`src/hdl/base32_stream_codec_macros.svh`:
```
// Assertion macros shared by the base32 stream codec modules.
`ifndef BASE32_STREAM_CODEC_MACROS_SVH
`define BASE32_STREAM_CODEC_MACROS_SVH

// Property checked every cycle outside reset.
`define B32C_ASSERT(label, prop, msg) \
  label: assert property (@(posedge clk) disable iff (rst) (prop)) else $error(msg);

// Implication checked from the cycle after the trigger.
`define B32C_ASSERT_NEXT(label, trig, prop, msg) \
  label: assert property (@(posedge clk) disable iff (rst) (trig) |=> (prop)) else $error(msg);

`endif

```
`src/hdl/b32c_pkg.sv`:
```
// Shared types, constants and functions of the base32 stream codec.
package b32c_pkg;

  localparam int QDEPTH = 4;
  localparam int QAW    = $clog2(QDEPTH);
  localparam int QCW    = $clog2(QDEPTH + 1);

  // One accepted item as classified by the front: up to three results.
  typedef struct packed {
    logic            dec;
    logic [1:0]      n;
    logic [2:0][7:0] val;
    logic            present;
    logic            bad;
    logic            last;
  } job_t;

  // Decode one character: {valid, 5-bit value}.
  function automatic logic [5:0] char_value(input logic [7:0] c);
    logic [7:0] d;
    begin
      d = 8'h00;
      char_value = 6'b0;
      if (c inside {[8'h41:8'h5A]}) begin
        d = c - 8'h41;
        char_value = {1'b1, d[4:0]};
      end else if (c inside {[8'h61:8'h7A]}) begin
        d = c - 8'h61;
        char_value = {1'b1, d[4:0]};
      end else if (c inside {[8'h32:8'h37]}) begin
        d = c - 8'h18;
        char_value = {1'b1, d[4:0]};
      end
    end
  endfunction

  // 5-bit group to alphabet character.
  function automatic logic [7:0] b32_char(input logic [4:0] g);
    begin
      if (g < 5'd26) begin
        b32_char = 8'h41 + {3'b0, g};
      end else begin
        b32_char = 8'h18 + {3'b0, g};
      end
    end
  endfunction

endpackage

```
`src/hdl/base32_stream_codec.sv`:
```
// An accepted item's job is registered in the job queue, and the back reads its results from the queue head.
// The front takes one item per cycle unless the queue is full; the back gives one result a cycle
// while out_stall is low, so an encoded byte (one to three characters) leaves one character at a time.
// A four-entry job queue sets how far the front runs ahead of a stalled output.
// Reset (rst, synchronous) sets encode, clears the bit store and empties the queue.
module base32_stream_codec (
  input  logic       clk,
  input  logic       rst,
  input  logic       write_enable,
  input  logic       write_data,
  input  logic       in_valid,
  output logic       in_stall,
  input  logic [7:0] in_value,
  input  logic       in_end,
  output logic       out_valid,
  input  logic       out_stall,
  output logic [7:0] out_value,
  output logic       out_present,
  output logic       out_bad,
  output logic       out_end
);
  import b32c_pkg::*;

  job_t q_din, q_dout;
  logic q_push, q_pop, q_full, q_empty;

  b32c_front u_front (
    .clk          (clk),
    .rst          (rst),
    .write_enable (write_enable),
    .write_data   (write_data),
    .in_valid     (in_valid),
    .in_stall     (in_stall),
    .in_value     (in_value),
    .in_end       (in_end),
    .q_full       (q_full),
    .q_push       (q_push),
    .q_din        (q_din)
  );

  b32c_queue u_queue (
    .clk   (clk),
    .rst   (rst),
    .push  (q_push),
    .din   (q_din),
    .full  (q_full),
    .pop   (q_pop),
    .dout  (q_dout),
    .empty (q_empty)
  );

  b32c_back u_back (
    .clk         (clk),
    .rst         (rst),
    .q_empty     (q_empty),
    .q_dout      (q_dout),
    .q_pop       (q_pop),
    .out_valid   (out_valid),
    .out_stall   (out_stall),
    .out_value   (out_value),
    .out_present (out_present),
    .out_bad     (out_bad),
    .out_end     (out_end)
  );

endmodule

```
`src/hdl/b32c_front.sv`:
```
// Front: accepts items, keeps the bit store and pushes one job per item that has results.
module b32c_front (
  input  logic              clk,
  input  logic              rst,
  input  logic              write_enable,
  input  logic              write_data,
  input  logic              in_valid,
  output logic              in_stall,
  input  logic [7:0]        in_value,
  input  logic              in_end,
  input  logic              q_full,
  output logic              q_push,
  output b32c_pkg::job_t    q_din
);
  import b32c_pkg::*;

  logic        direction;
  logic [11:0] bit_store, bit_store_next;
  logic [3:0]  bit_count, bit_count_next;
  logic        discarding, discarding_next;
  logic        accept;

  // encode
  logic [11:0] s_enc, keep_enc;
  logic [3:0]  cnt_enc, r_enc;
  logic        two_groups;
  logic [4:0]  g0, g1, g_tail;
  logic [11:0] sh0, sh1;
  logic [2:0]  tail_shamt;
  logic [16:0] tail_w;

  // decode
  logic [5:0]  cv;
  logic [11:0] s_dec, keep_dec, sh_dec;
  logic [3:0]  cnt_dec, rem_dec;
  logic        has_byte;

  assign in_stall = q_full;
  assign accept   = in_valid && !in_stall;

  always_comb begin
    s_enc      = {bit_store[3:0], in_value};
    cnt_enc    = bit_count + 4'd8;
    two_groups = cnt_enc >= 4'd10;
    sh0        = s_enc >> (cnt_enc - 4'd5);
    sh1        = s_enc >> (cnt_enc - 4'd10);
    g0         = sh0[4:0];
    g1         = sh1[4:0];
    r_enc      = two_groups ? cnt_enc - 4'd10 : cnt_enc - 4'd5;
    tail_shamt = 3'd5 - r_enc[2:0];
    tail_w     = {5'b0, s_enc} << tail_shamt;
    g_tail     = tail_w[4:0];
    keep_enc   = s_enc & ((12'd1 << r_enc) - 12'd1);

    cv       = char_value(in_value);
    s_dec    = {bit_store[6:0], cv[4:0]};
    cnt_dec  = bit_count + 4'd5;
    has_byte = cnt_dec >= 4'd8;
    rem_dec  = cnt_dec - 4'd8;
    sh_dec   = s_dec >> rem_dec;
    keep_dec = s_dec & ((12'd1 << rem_dec) - 12'd1);

    q_din           = '0;
    q_din.dec       = direction;
    q_din.last      = in_end;
    bit_store_next  = bit_store;
    bit_count_next  = bit_count;
    discarding_next = discarding;

    if (!direction) begin
      q_din.present  = 1'b1;
      q_din.val[0]   = {3'b0, g0};
      q_din.val[1]   = two_groups ? {3'b0, g1} : {3'b0, g_tail};
      q_din.val[2]   = {3'b0, g_tail};
      q_din.n        = (two_groups ? 2'd2 : 2'd1) +
                       ((in_end && r_enc != 4'd0) ? 2'd1 : 2'd0);
      bit_store_next = in_end ? 12'd0 : keep_enc;
      bit_count_next = in_end ? 4'd0 : r_enc;
    end else if (discarding) begin
      q_din.n         = 2'd0;
      discarding_next = !in_end;
    end else if (!cv[5]) begin
      q_din.n         = 2'd1;
      q_din.bad       = 1'b1;
      q_din.last      = 1'b1;
      bit_store_next  = 12'd0;
      bit_count_next  = 4'd0;
      discarding_next = !in_end;
    end else begin
      if (has_byte) begin
        q_din.n        = 2'd1;
        q_din.present  = 1'b1;
        q_din.val[0]   = sh_dec[7:0];
        bit_store_next = keep_dec;
        bit_count_next = rem_dec;
      end else begin
        q_din.n        = in_end ? 2'd1 : 2'd0;
        bit_store_next = s_dec;
        bit_count_next = cnt_dec;
      end
      if (in_end) begin
        bit_store_next = 12'd0;
        bit_count_next = 4'd0;
      end
    end
  end

  assign q_push = accept && (q_din.n != 2'd0);

  always_ff @(posedge clk) begin
    if (rst) begin
      direction  <= 1'b0;
      bit_store  <= 12'd0;
      bit_count  <= 4'd0;
      discarding <= 1'b0;
    end else if (write_enable) begin
      direction  <= write_data;
      bit_store  <= 12'd0;
      bit_count  <= 4'd0;
      discarding <= 1'b0;
    end else if (accept) begin
      bit_store  <= bit_store_next;
      bit_count  <= bit_count_next;
      discarding <= discarding_next;
    end
  end

`include "base32_stream_codec_macros.svh"
  `B32C_ASSERT_NEXT(a_cfg_clears, write_enable, bit_count == 4'd0 && !discarding, "config write did not clear state")
  `B32C_ASSERT(a_enc_count, direction || bit_count <= 4'd4, "encode bit count out of range")
  `B32C_ASSERT(a_dec_count, !direction || bit_count <= 4'd7, "decode bit count out of range")

endmodule

```
`src/hdl/b32c_queue.sv`:
```
// Job queue between front and back.
module b32c_queue (
  input  logic           clk,
  input  logic           rst,
  input  logic           push,
  input  b32c_pkg::job_t din,
  output logic           full,
  input  logic           pop,
  output b32c_pkg::job_t dout,
  output logic           empty
);
  import b32c_pkg::*;

  job_t           slots [QDEPTH];
  logic [QAW-1:0] wr_ptr, rd_ptr;
  logic [QCW-1:0] count;

  assign full  = count == QCW'(QDEPTH);
  assign empty = count == '0;
  assign dout  = slots[rd_ptr];

  always_ff @(posedge clk) begin
    if (push) begin
      slots[wr_ptr] <= din;
    end
  end

  always_ff @(posedge clk) begin
    if (rst) begin
      wr_ptr <= '0;
      rd_ptr <= '0;
      count  <= '0;
    end else begin
      if (push) begin
        wr_ptr <= wr_ptr + 1'b1;
      end
      if (pop) begin
        rd_ptr <= rd_ptr + 1'b1;
      end
      count <= count + QCW'(push) - QCW'(pop);
    end
  end

`include "base32_stream_codec_macros.svh"
  `B32C_ASSERT(a_no_overflow, !(push && full), "push into full queue")
  `B32C_ASSERT(a_no_underflow, !(pop && empty), "pop from empty queue")

endmodule

```
`src/hdl/b32c_back.sv`:
```
// Back: walks the results of the head job and drives the output channel.
module b32c_back (
  input  logic           clk,
  input  logic           rst,
  input  logic           q_empty,
  input  b32c_pkg::job_t q_dout,
  output logic           q_pop,
  output logic           out_valid,
  input  logic           out_stall,
  output logic [7:0]     out_value,
  output logic           out_present,
  output logic           out_bad,
  output logic           out_end
);
  import b32c_pkg::*;

  logic [1:0] idx;
  logic       last_res;
  logic       take;

  assign out_valid = !q_empty;
  assign last_res  = idx == (q_dout.n - 2'd1);
  assign take      = out_valid && !out_stall;
  assign q_pop     = take && last_res;

  always_comb begin
    out_value   = q_dout.dec ? q_dout.val[idx] : b32_char(q_dout.val[idx][4:0]);
    out_present = q_dout.present;
    out_bad     = q_dout.bad;
    out_end     = q_dout.last && last_res;
  end

  always_ff @(posedge clk) begin
    if (rst) begin
      idx <= 2'd0;
    end else if (take) begin
      idx <= last_res ? 2'd0 : idx + 2'd1;
    end
  end

`include "base32_stream_codec_macros.svh"
  `B32C_ASSERT(a_idx_in_job, !out_valid || (q_dout.n != 2'd0 && idx < q_dout.n), "result index outside job")

endmodule
```
`config.mk`:
```
export PLATFORM = sky130hd
export DESIGN_NAME = base32_stream_codec
export DESIGN_NICKNAME = d
export VERILOG_FILES = /design/src/hdl/b32c_pkg.sv /design/src/hdl/base32_stream_codec.sv /design/src/hdl/b32c_front.sv /design/src/hdl/b32c_queue.sv /design/src/hdl/b32c_back.sv
export VERILOG_INCLUDE_DIRS = /design/src /design/src/hdl
export SDC_FILE = /design/constraint.sdc
export NUM_CORES = 1
export LEC_CHECK = 0
export BUFFER_PORTS_ARGS = -buffer_cell sky130_fd_sc_hd__buf_4
export CORE_MARGIN = 5
export CORE_UTILIZATION = 50
export DETAILED_ROUTE_END_ITERATION = 10
export PLACE_DENSITY = 0.67
export SLEW_MARGIN = 10
export SYNTH_ARGS = -nofsm -noshare
export SYNTH_HDL_FRONTEND = slang
export SYNTH_SLANG_ARGS = --single-unit
```
`constraint.sdc`:
```
create_clock -name clk -period 4.8 [get_ports clk]
set_clock_uncertainty 0.1 [all_clocks]
set_input_delay 1.44 -clock clk [delete_from_list [all_inputs] [get_ports clk]]
set_output_delay 1.44 -clock clk [all_outputs]
set_load 0.01 [all_outputs]
```
==> results of run 1 <==
==> state kept, by name, summed over array words and instances (netlist names), named ones only <==
register	flops
u_front.bit_store	7
u_queue.count	3
u_queue.slots	96
u_queue.wr_ptr	2
u_front.direction	1
u_front.discarding	1
u_queue.rd_ptr	2
u_back.idx	2
u_front.bit_count	4
==> per-layer routing <==
metal	share of wire, %	vias to the layer above	global-route usage [%]
li1	-	2616	-
met1	42	2775	28.6
met2	48	218	35.6
met3	5.6	50	3.91
met4	4.7	0	10.7
met5	0	-	0
==> Yosys cell counts, drive strengths merged (5+ instances only) <==
cell type,number
o211ai,15
o32ai,5
xor2,9
nand2,53
edfxtp,96
clkbuf,24
ha,28
mux4,38
nand3,17
a211oi,12
a31oi,14
nor2,46
and2,8
mux2i,16
a21oi,36
a221oi,5
and3,8
dfxtp,24
nand2b,8
a22oi,5
nor3,16
inv,22
o21ai,34
buf,21
xnor2,12
mux2,7
or2,5
nor2b,13
==> layout make-up <==
cell class	instances	area (um^2)	area share, %
clock buffer	23	458	5.36
inverter	22	82.6	0.967
timing repair buffer	48	360	4.22
clock inverter	9	171	2.01
multi-input combinational	473	3870	45.3
sequential	120	3360	39.4
tap	184	230	2.70
==> through the flow <==
| step | worst slack, ns | std cells |
|---|---|---|
| floorplan | 0.585 | 660 |
| global placement | 0.624 | 847 |
| detailed placement | 0.538 | 847 |
| CTS | 0.117 | 879 |
| global route | 0.00800 | 879 |
| finish | 0.144 | 879 |
==> power groups by stage <==
stage	clock network, mW	registers [mW]	logic, mW
2_1_floorplan	0	1.32	0.839
3_3_place_gp	0	1.34	1.15
3_5_place_dp	0	1.34	1.18
4_1_cts	1.37	1.32	1.19
5_1_grt	1.42	1.33	1.29
6_report	1.35	1.32	1.18
==> worst paths after layout <==
check                             from           endpoint  slack [ns]  cells after the start
setup / recovery              register       out_value[1]        0.14                     10
hold / removal       u_queue.rd_ptr[1]  u_queue.rd_ptr[1]        0.42                      2
setup reg to reg  u_front.bit_count[1]   u_queue.count[2]        0.75                     20
hold reg to reg      u_queue.rd_ptr[1]  u_queue.rd_ptr[1]        0.42                      2
==> worst min-delay path: stages (launching register included) <==
cell and delay, ns:
dfxtp_1 0.32, xnor2_1 0.11, nor2_1 0.05
==> kinds of logic (layout without fill, tap and decap cells) <==
family | after synthesis | count (layout) | synth area share, %
mux | 61 | 61 | 15.1
xor+xnor | 21 | 21 | 2.64
flops | 120 | 120 | 44.7
simple gates | 190 | 190 | 12.5
compound gates | 172 | 172 | 16.1
fa+ha+maj | 29 | 29 | 4.92
buf+inv | 67 | 102 | 3.95
==> results.toml, run 1 <==
[run_status]
status = "finished, final reports clean"

[cts]
clk_path_buf_depth = 2
tritoncts = "done"
postCtsSetupBuffers = 0
htree_num_levels = 4
worstSkewPairLatency_ns = 0.41
cts-buffers-inserted = 17
numClockSinks = 120
post_cts_resized = 0
hold_buffers = 0
root_buffer = "clkbuf_16"
path_clk_slew_ns = 0.05

[yosys]
synthFlopType = "edfxtp_1"
synth.net_count = 704
yosys.area.top_type = "edfxtp_1"
synth_cells = 660
synthTopCellsByArea = "edfxtp_1 (38%), mux4_2 (8.1%), dfxtp_1 (6.4%), ha_1 (4.7%), mux4_1 (3.8%)"
ys_warn_count = 0
synth.top_cell.area_share_pct = 38.3
ys_ff_latch = 120
synth_edf_count = 96
yosysSeqAreaShare_pct = 44.7
syn-mean-instance-area_um2 = 11.4
synth.distinct_cells = 80
synth_async_sr_flop_share_pct = 0
syn-cell-area_um2 = 7530

[floorplan]
design.core.area_um2 = 14600
die_area_um2 = 17600
fp.dieW_um = 133
start_util_pct = 51.4
num_io_pins = 28
rows = 44
die_h_um = 133

[final_layout]
n_antenna_cell = 0
final_cell_mix = "edfxtp_1 (96), nand2_1 (52), buf_4 (48)"
drive_above_1_share_pct = 19.1
final_common_cell = "edfxtp_1"
nFillCells = 1189
postLayoutCoreUtil_pct = 58.3
final_nets = 726
synthToLayoutAreaGrowth_pct = 13.4
design_area_um2 = 8540

[timing]
setup_tns_ns = 0
fin_crit_sh_pct = 97.0
whs_ns = 0.421
drv_slew = 0
slew_headroom_pct = 33.9
finalHoldViolCount = 0
worstMarginPinSlew_ns = 0.984
finalSetupViolations = 0
period_minus_slack_ns = 4.66
grt_setup_unrepaired = "no"
fmax_mhz = 215

[detailed_routing]
num_vias = 5659
dr.pass1.iters = 5
post_drt_wl_per_cell_um = 21.5
first_iter_violations = 536
viasPerCell = 6.44
drc = 0
wl_um = 18900
ant_nets = 0

[setup_path]
cp-end-kind = "output pin"
path_common_cell = "buf_4"
crit_arrival_ns = 3.12
path_cells = "buf_4 > mux4_2 > a22o_1 > a21oi_4 > inv_1 > ha_1 > o21ai_2 > and2_4 > mux2_1 > buf_4"
cp_num_buf_inv = 3
crit_fanout = 16
crit_slowest_cell = "mux4_2"
start_kind = "register"
crit_required_ns = 3.26
cp_slowest_stage_delay_ns = 0.54
path_delay_family = "multiplexers"
criticalPathCategory = "reg -> out"

[place]
dpl_cell_area_um2 = 7910
port_buffers = 27
gp_congestion = 0.964
place_hpwl_um = 13500

[grt]
grt_max_degree = 53
track_usage_pct = 21.9
grt_pass1_vias = 5586
grt-ovfl-total = 0
antenna_found_initial = 0
grt_first_pass_wirelength_um = 30600

[pwr]
netSwitchingFraction_pct = 29.8
p_comb_share_pct = 30.7
peakVddDrop_v = 0.000291
finalPower_mw = 3.85
p_clk_share_pct = 35.0
power.leakage_nw = 3.01
p_seq_share_pct = 34.4
intPower_mw = 2.70
p_per_area_nw_per_um2 = 451
p_switching_mw = 1.15

[hold_path]
hold_class = "reg -> reg"

[run]
cap_viol_max_count = 0
(Power assumes the default switching activity.)
==> inputs of run 2 (changes only) <==
PLACE_DENSITY = not set   (was 0.67)
PLACE_DENSITY_LB_ADDON = 0.15   (was not set)
==> run 2 against run 1 <==
  * Power decreased by 2.9%
  * Largest power group is now registers
  * Highest routed layer unchanged
  * Critical path depth decreased by 1
  * Cell count decreased by 0.11%
  * Maximum frequency increased by 1.8%
==> results.toml, run 2 (same netlist as run 1, synthesis figures left out) <==
[run_status]
status = "finished, final reports clean"

[floorplan]
start_util_pct = 51.4
rows = 44
die_area_um2 = 17600
fp.dieW_um = 133
die_h_um = 133
design.core.area_um2 = 14600
num_io_pins = 28

[hold_path]
hold_start = "u_queue.rd_ptr[1]"
hold_class = "reg -> reg"
holdPathStages = 2
min_to = "u_queue.rd_ptr[1]"

[final_layout]
synthToLayoutAreaGrowth_pct = 12.7
nFillCells = 1225
final_cell_mix = "edfxtp_1 (96), nand2_1 (52), buf_4 (47)"
postLayoutCoreUtil_pct = 58.0
largest_reg_flops = 96
largestRegisters = "u_queue.slots x96, u_front.bit_store x7, u_front.bit_count x4"
drive_above_1_share_pct = 19.3
n_antenna_cell = 0
final_nets = 725
largest_register = "u_queue.slots"
final_common_cell = "edfxtp_1"
finalNonFillerCells = 878

[detailed_routing]
wl_um = 19600
num_vias = 5662
ant_nets = 0
drc = 0
post_drt_wl_per_cell_um = 22.3
viasPerCell = 6.45
dr.pass1.iters = 5
first_iter_violations = 499

[setup_path]
timing.rr.end = "u_queue.count[2]"
crit_arrival_ns = 3.04
ff2ff_setup_slack_ns = 0.74
cp-end-kind = "output pin"
crit_fanout = 9
criticalPathCategory = "reg -> out"
start_kind = "register"
reg2reg_depth = 20
crit_required_ns = 3.26
r2r-start = "u_front.bit_count[1]"

[timing]
fin_crit_sh_pct = 95.3
worstMarginPinSlew_ns = 0.964
finalHoldViolCount = 0
setup_tns_ns = 0
drv_slew = 0
finalSetupViolations = 0
fmax_mhz = 219
grt_setup_unrepaired = "no"
period_minus_slack_ns = 4.58
slew_headroom_pct = 35.6

[cts]
htree_num_levels = 4
hold_buffers = 0
path_clk_slew_ns = 0.06
root_buffer = "clkbuf_16"
postCtsSetupBuffers = 0
numClockSinks = 120
worstSkewPairLatency_ns = 0.41
clk_path_buf_depth = 2
cts-buffers-inserted = 17
tritoncts = "done"

[place]
gp_congestion = 0.939
port_buffers = 27
dp_cells = 846
place_hpwl_um = 13600

[grt]
track_usage_pct = 22.8
antenna_found_initial = 0
grt_max_degree = 53
grt-ovfl-total = 0
grt_first_pass_wirelength_um = 31500
grt_pass1_vias = 5662

[run]
cap_viol_max_count = 0

[pwr]
peakVddDrop_v = 0.000295
p_per_area_nw_per_um2 = 441
power.leakage_nw = 2.99
## run 2: cell types whose count changed in the layout (fill, tap and decap cells not counted), moves of 2 or more
cell	delta
inv_4	+2
clkbuf_8	+2
clkbuf_16	+3
bufinv_16	-5
## run 2: worst max-delay path by stage
| stage | from | to | slack, ns |
|---|---|---|---|
| 6_report | register | out_value[1] | 0.22 |
| 4_1_cts | register | out_value[1] | 0.04 |
| 5_1_grt | register | out_value[1] | 0.05 |
| 3_5_place_dp | register | out_value[1] | 0.51 |
| 3_3_place_gp | register | out_value[1] | 0.60 |
| 2_1_floorplan | u_front.bit_count[0] | u_queue.slots[0][0] | 0.58 |
## run 2: power breakdown
part | internal [mW] | switching, mW | leakage (nW)
Sequential | 1.27 | 0.0664 | 1.09
Combinational | 0.507 | 0.670 | 1.62
Clock | 0.796 | 0.436 | 0.291
## run 2: worst max-delay path: stages (launching register included)
cell,delay [ns]
dfxtp_2,0.48
mux4_1,0.62
a22o_1,0.23
a21oi_4,0.18
inv_1,0.06
ha_1,0.24
o21ai_2,0.14
and2_4,0.22
mux2_1,0.32
buf_4,0.14
## run 2: what timing repair did
item / CTS / global route
endpoints found under the hold margin: 0 / 0
setup endpoints to repair: 0 / 1
gates resized for setup: 0 / 1
## run 2: cell type report
| type | count | area (um^2) | share of cell area, % |
|---|---|---|---|
| Sequential cell | 120 | 3370 | 39.7 |
| Clock inverter | 4 | 26.3 | 0.310 |
| Tap cell | 184 | 230 | 2.71 |
| Multi-Input combinational cell | 473 | 3870 | 45.6 |
| Inverter | 22 | 82.6 | 0.973 |
| Clock buffer | 28 | 561 | 6.60 |
| Timing Repair Buffer | 47 | 353 | 4.16 |
## run 2: layer usage
layer,track usage [%],vias to the layer above,wire (um)
li1,-,2613,-
met1,29.4,2781,8260
met2,38.1,220,9570
met3,3.57,48,997
met4,10.3,0,730
met5,0,-,0
## run 2: stage by stage
step / total power [mW] / hold WS (ns) / setup slack [ns] / instance area, um^2
after detailed placement: 2.52 / 0.418 / 0.509 / 7900
after floorplan: 2.16 / 0.381 / 0.585 / 7530
final: 3.74 / 0.418 / 0.224 / 8490
after global routing: 3.93 / 0.436 / 0.0536 / 8490
after global placement: 2.49 / 0.409 / 0.596 / 7900
after CTS: 3.76 / 0.423 / 0.0436 / 8490
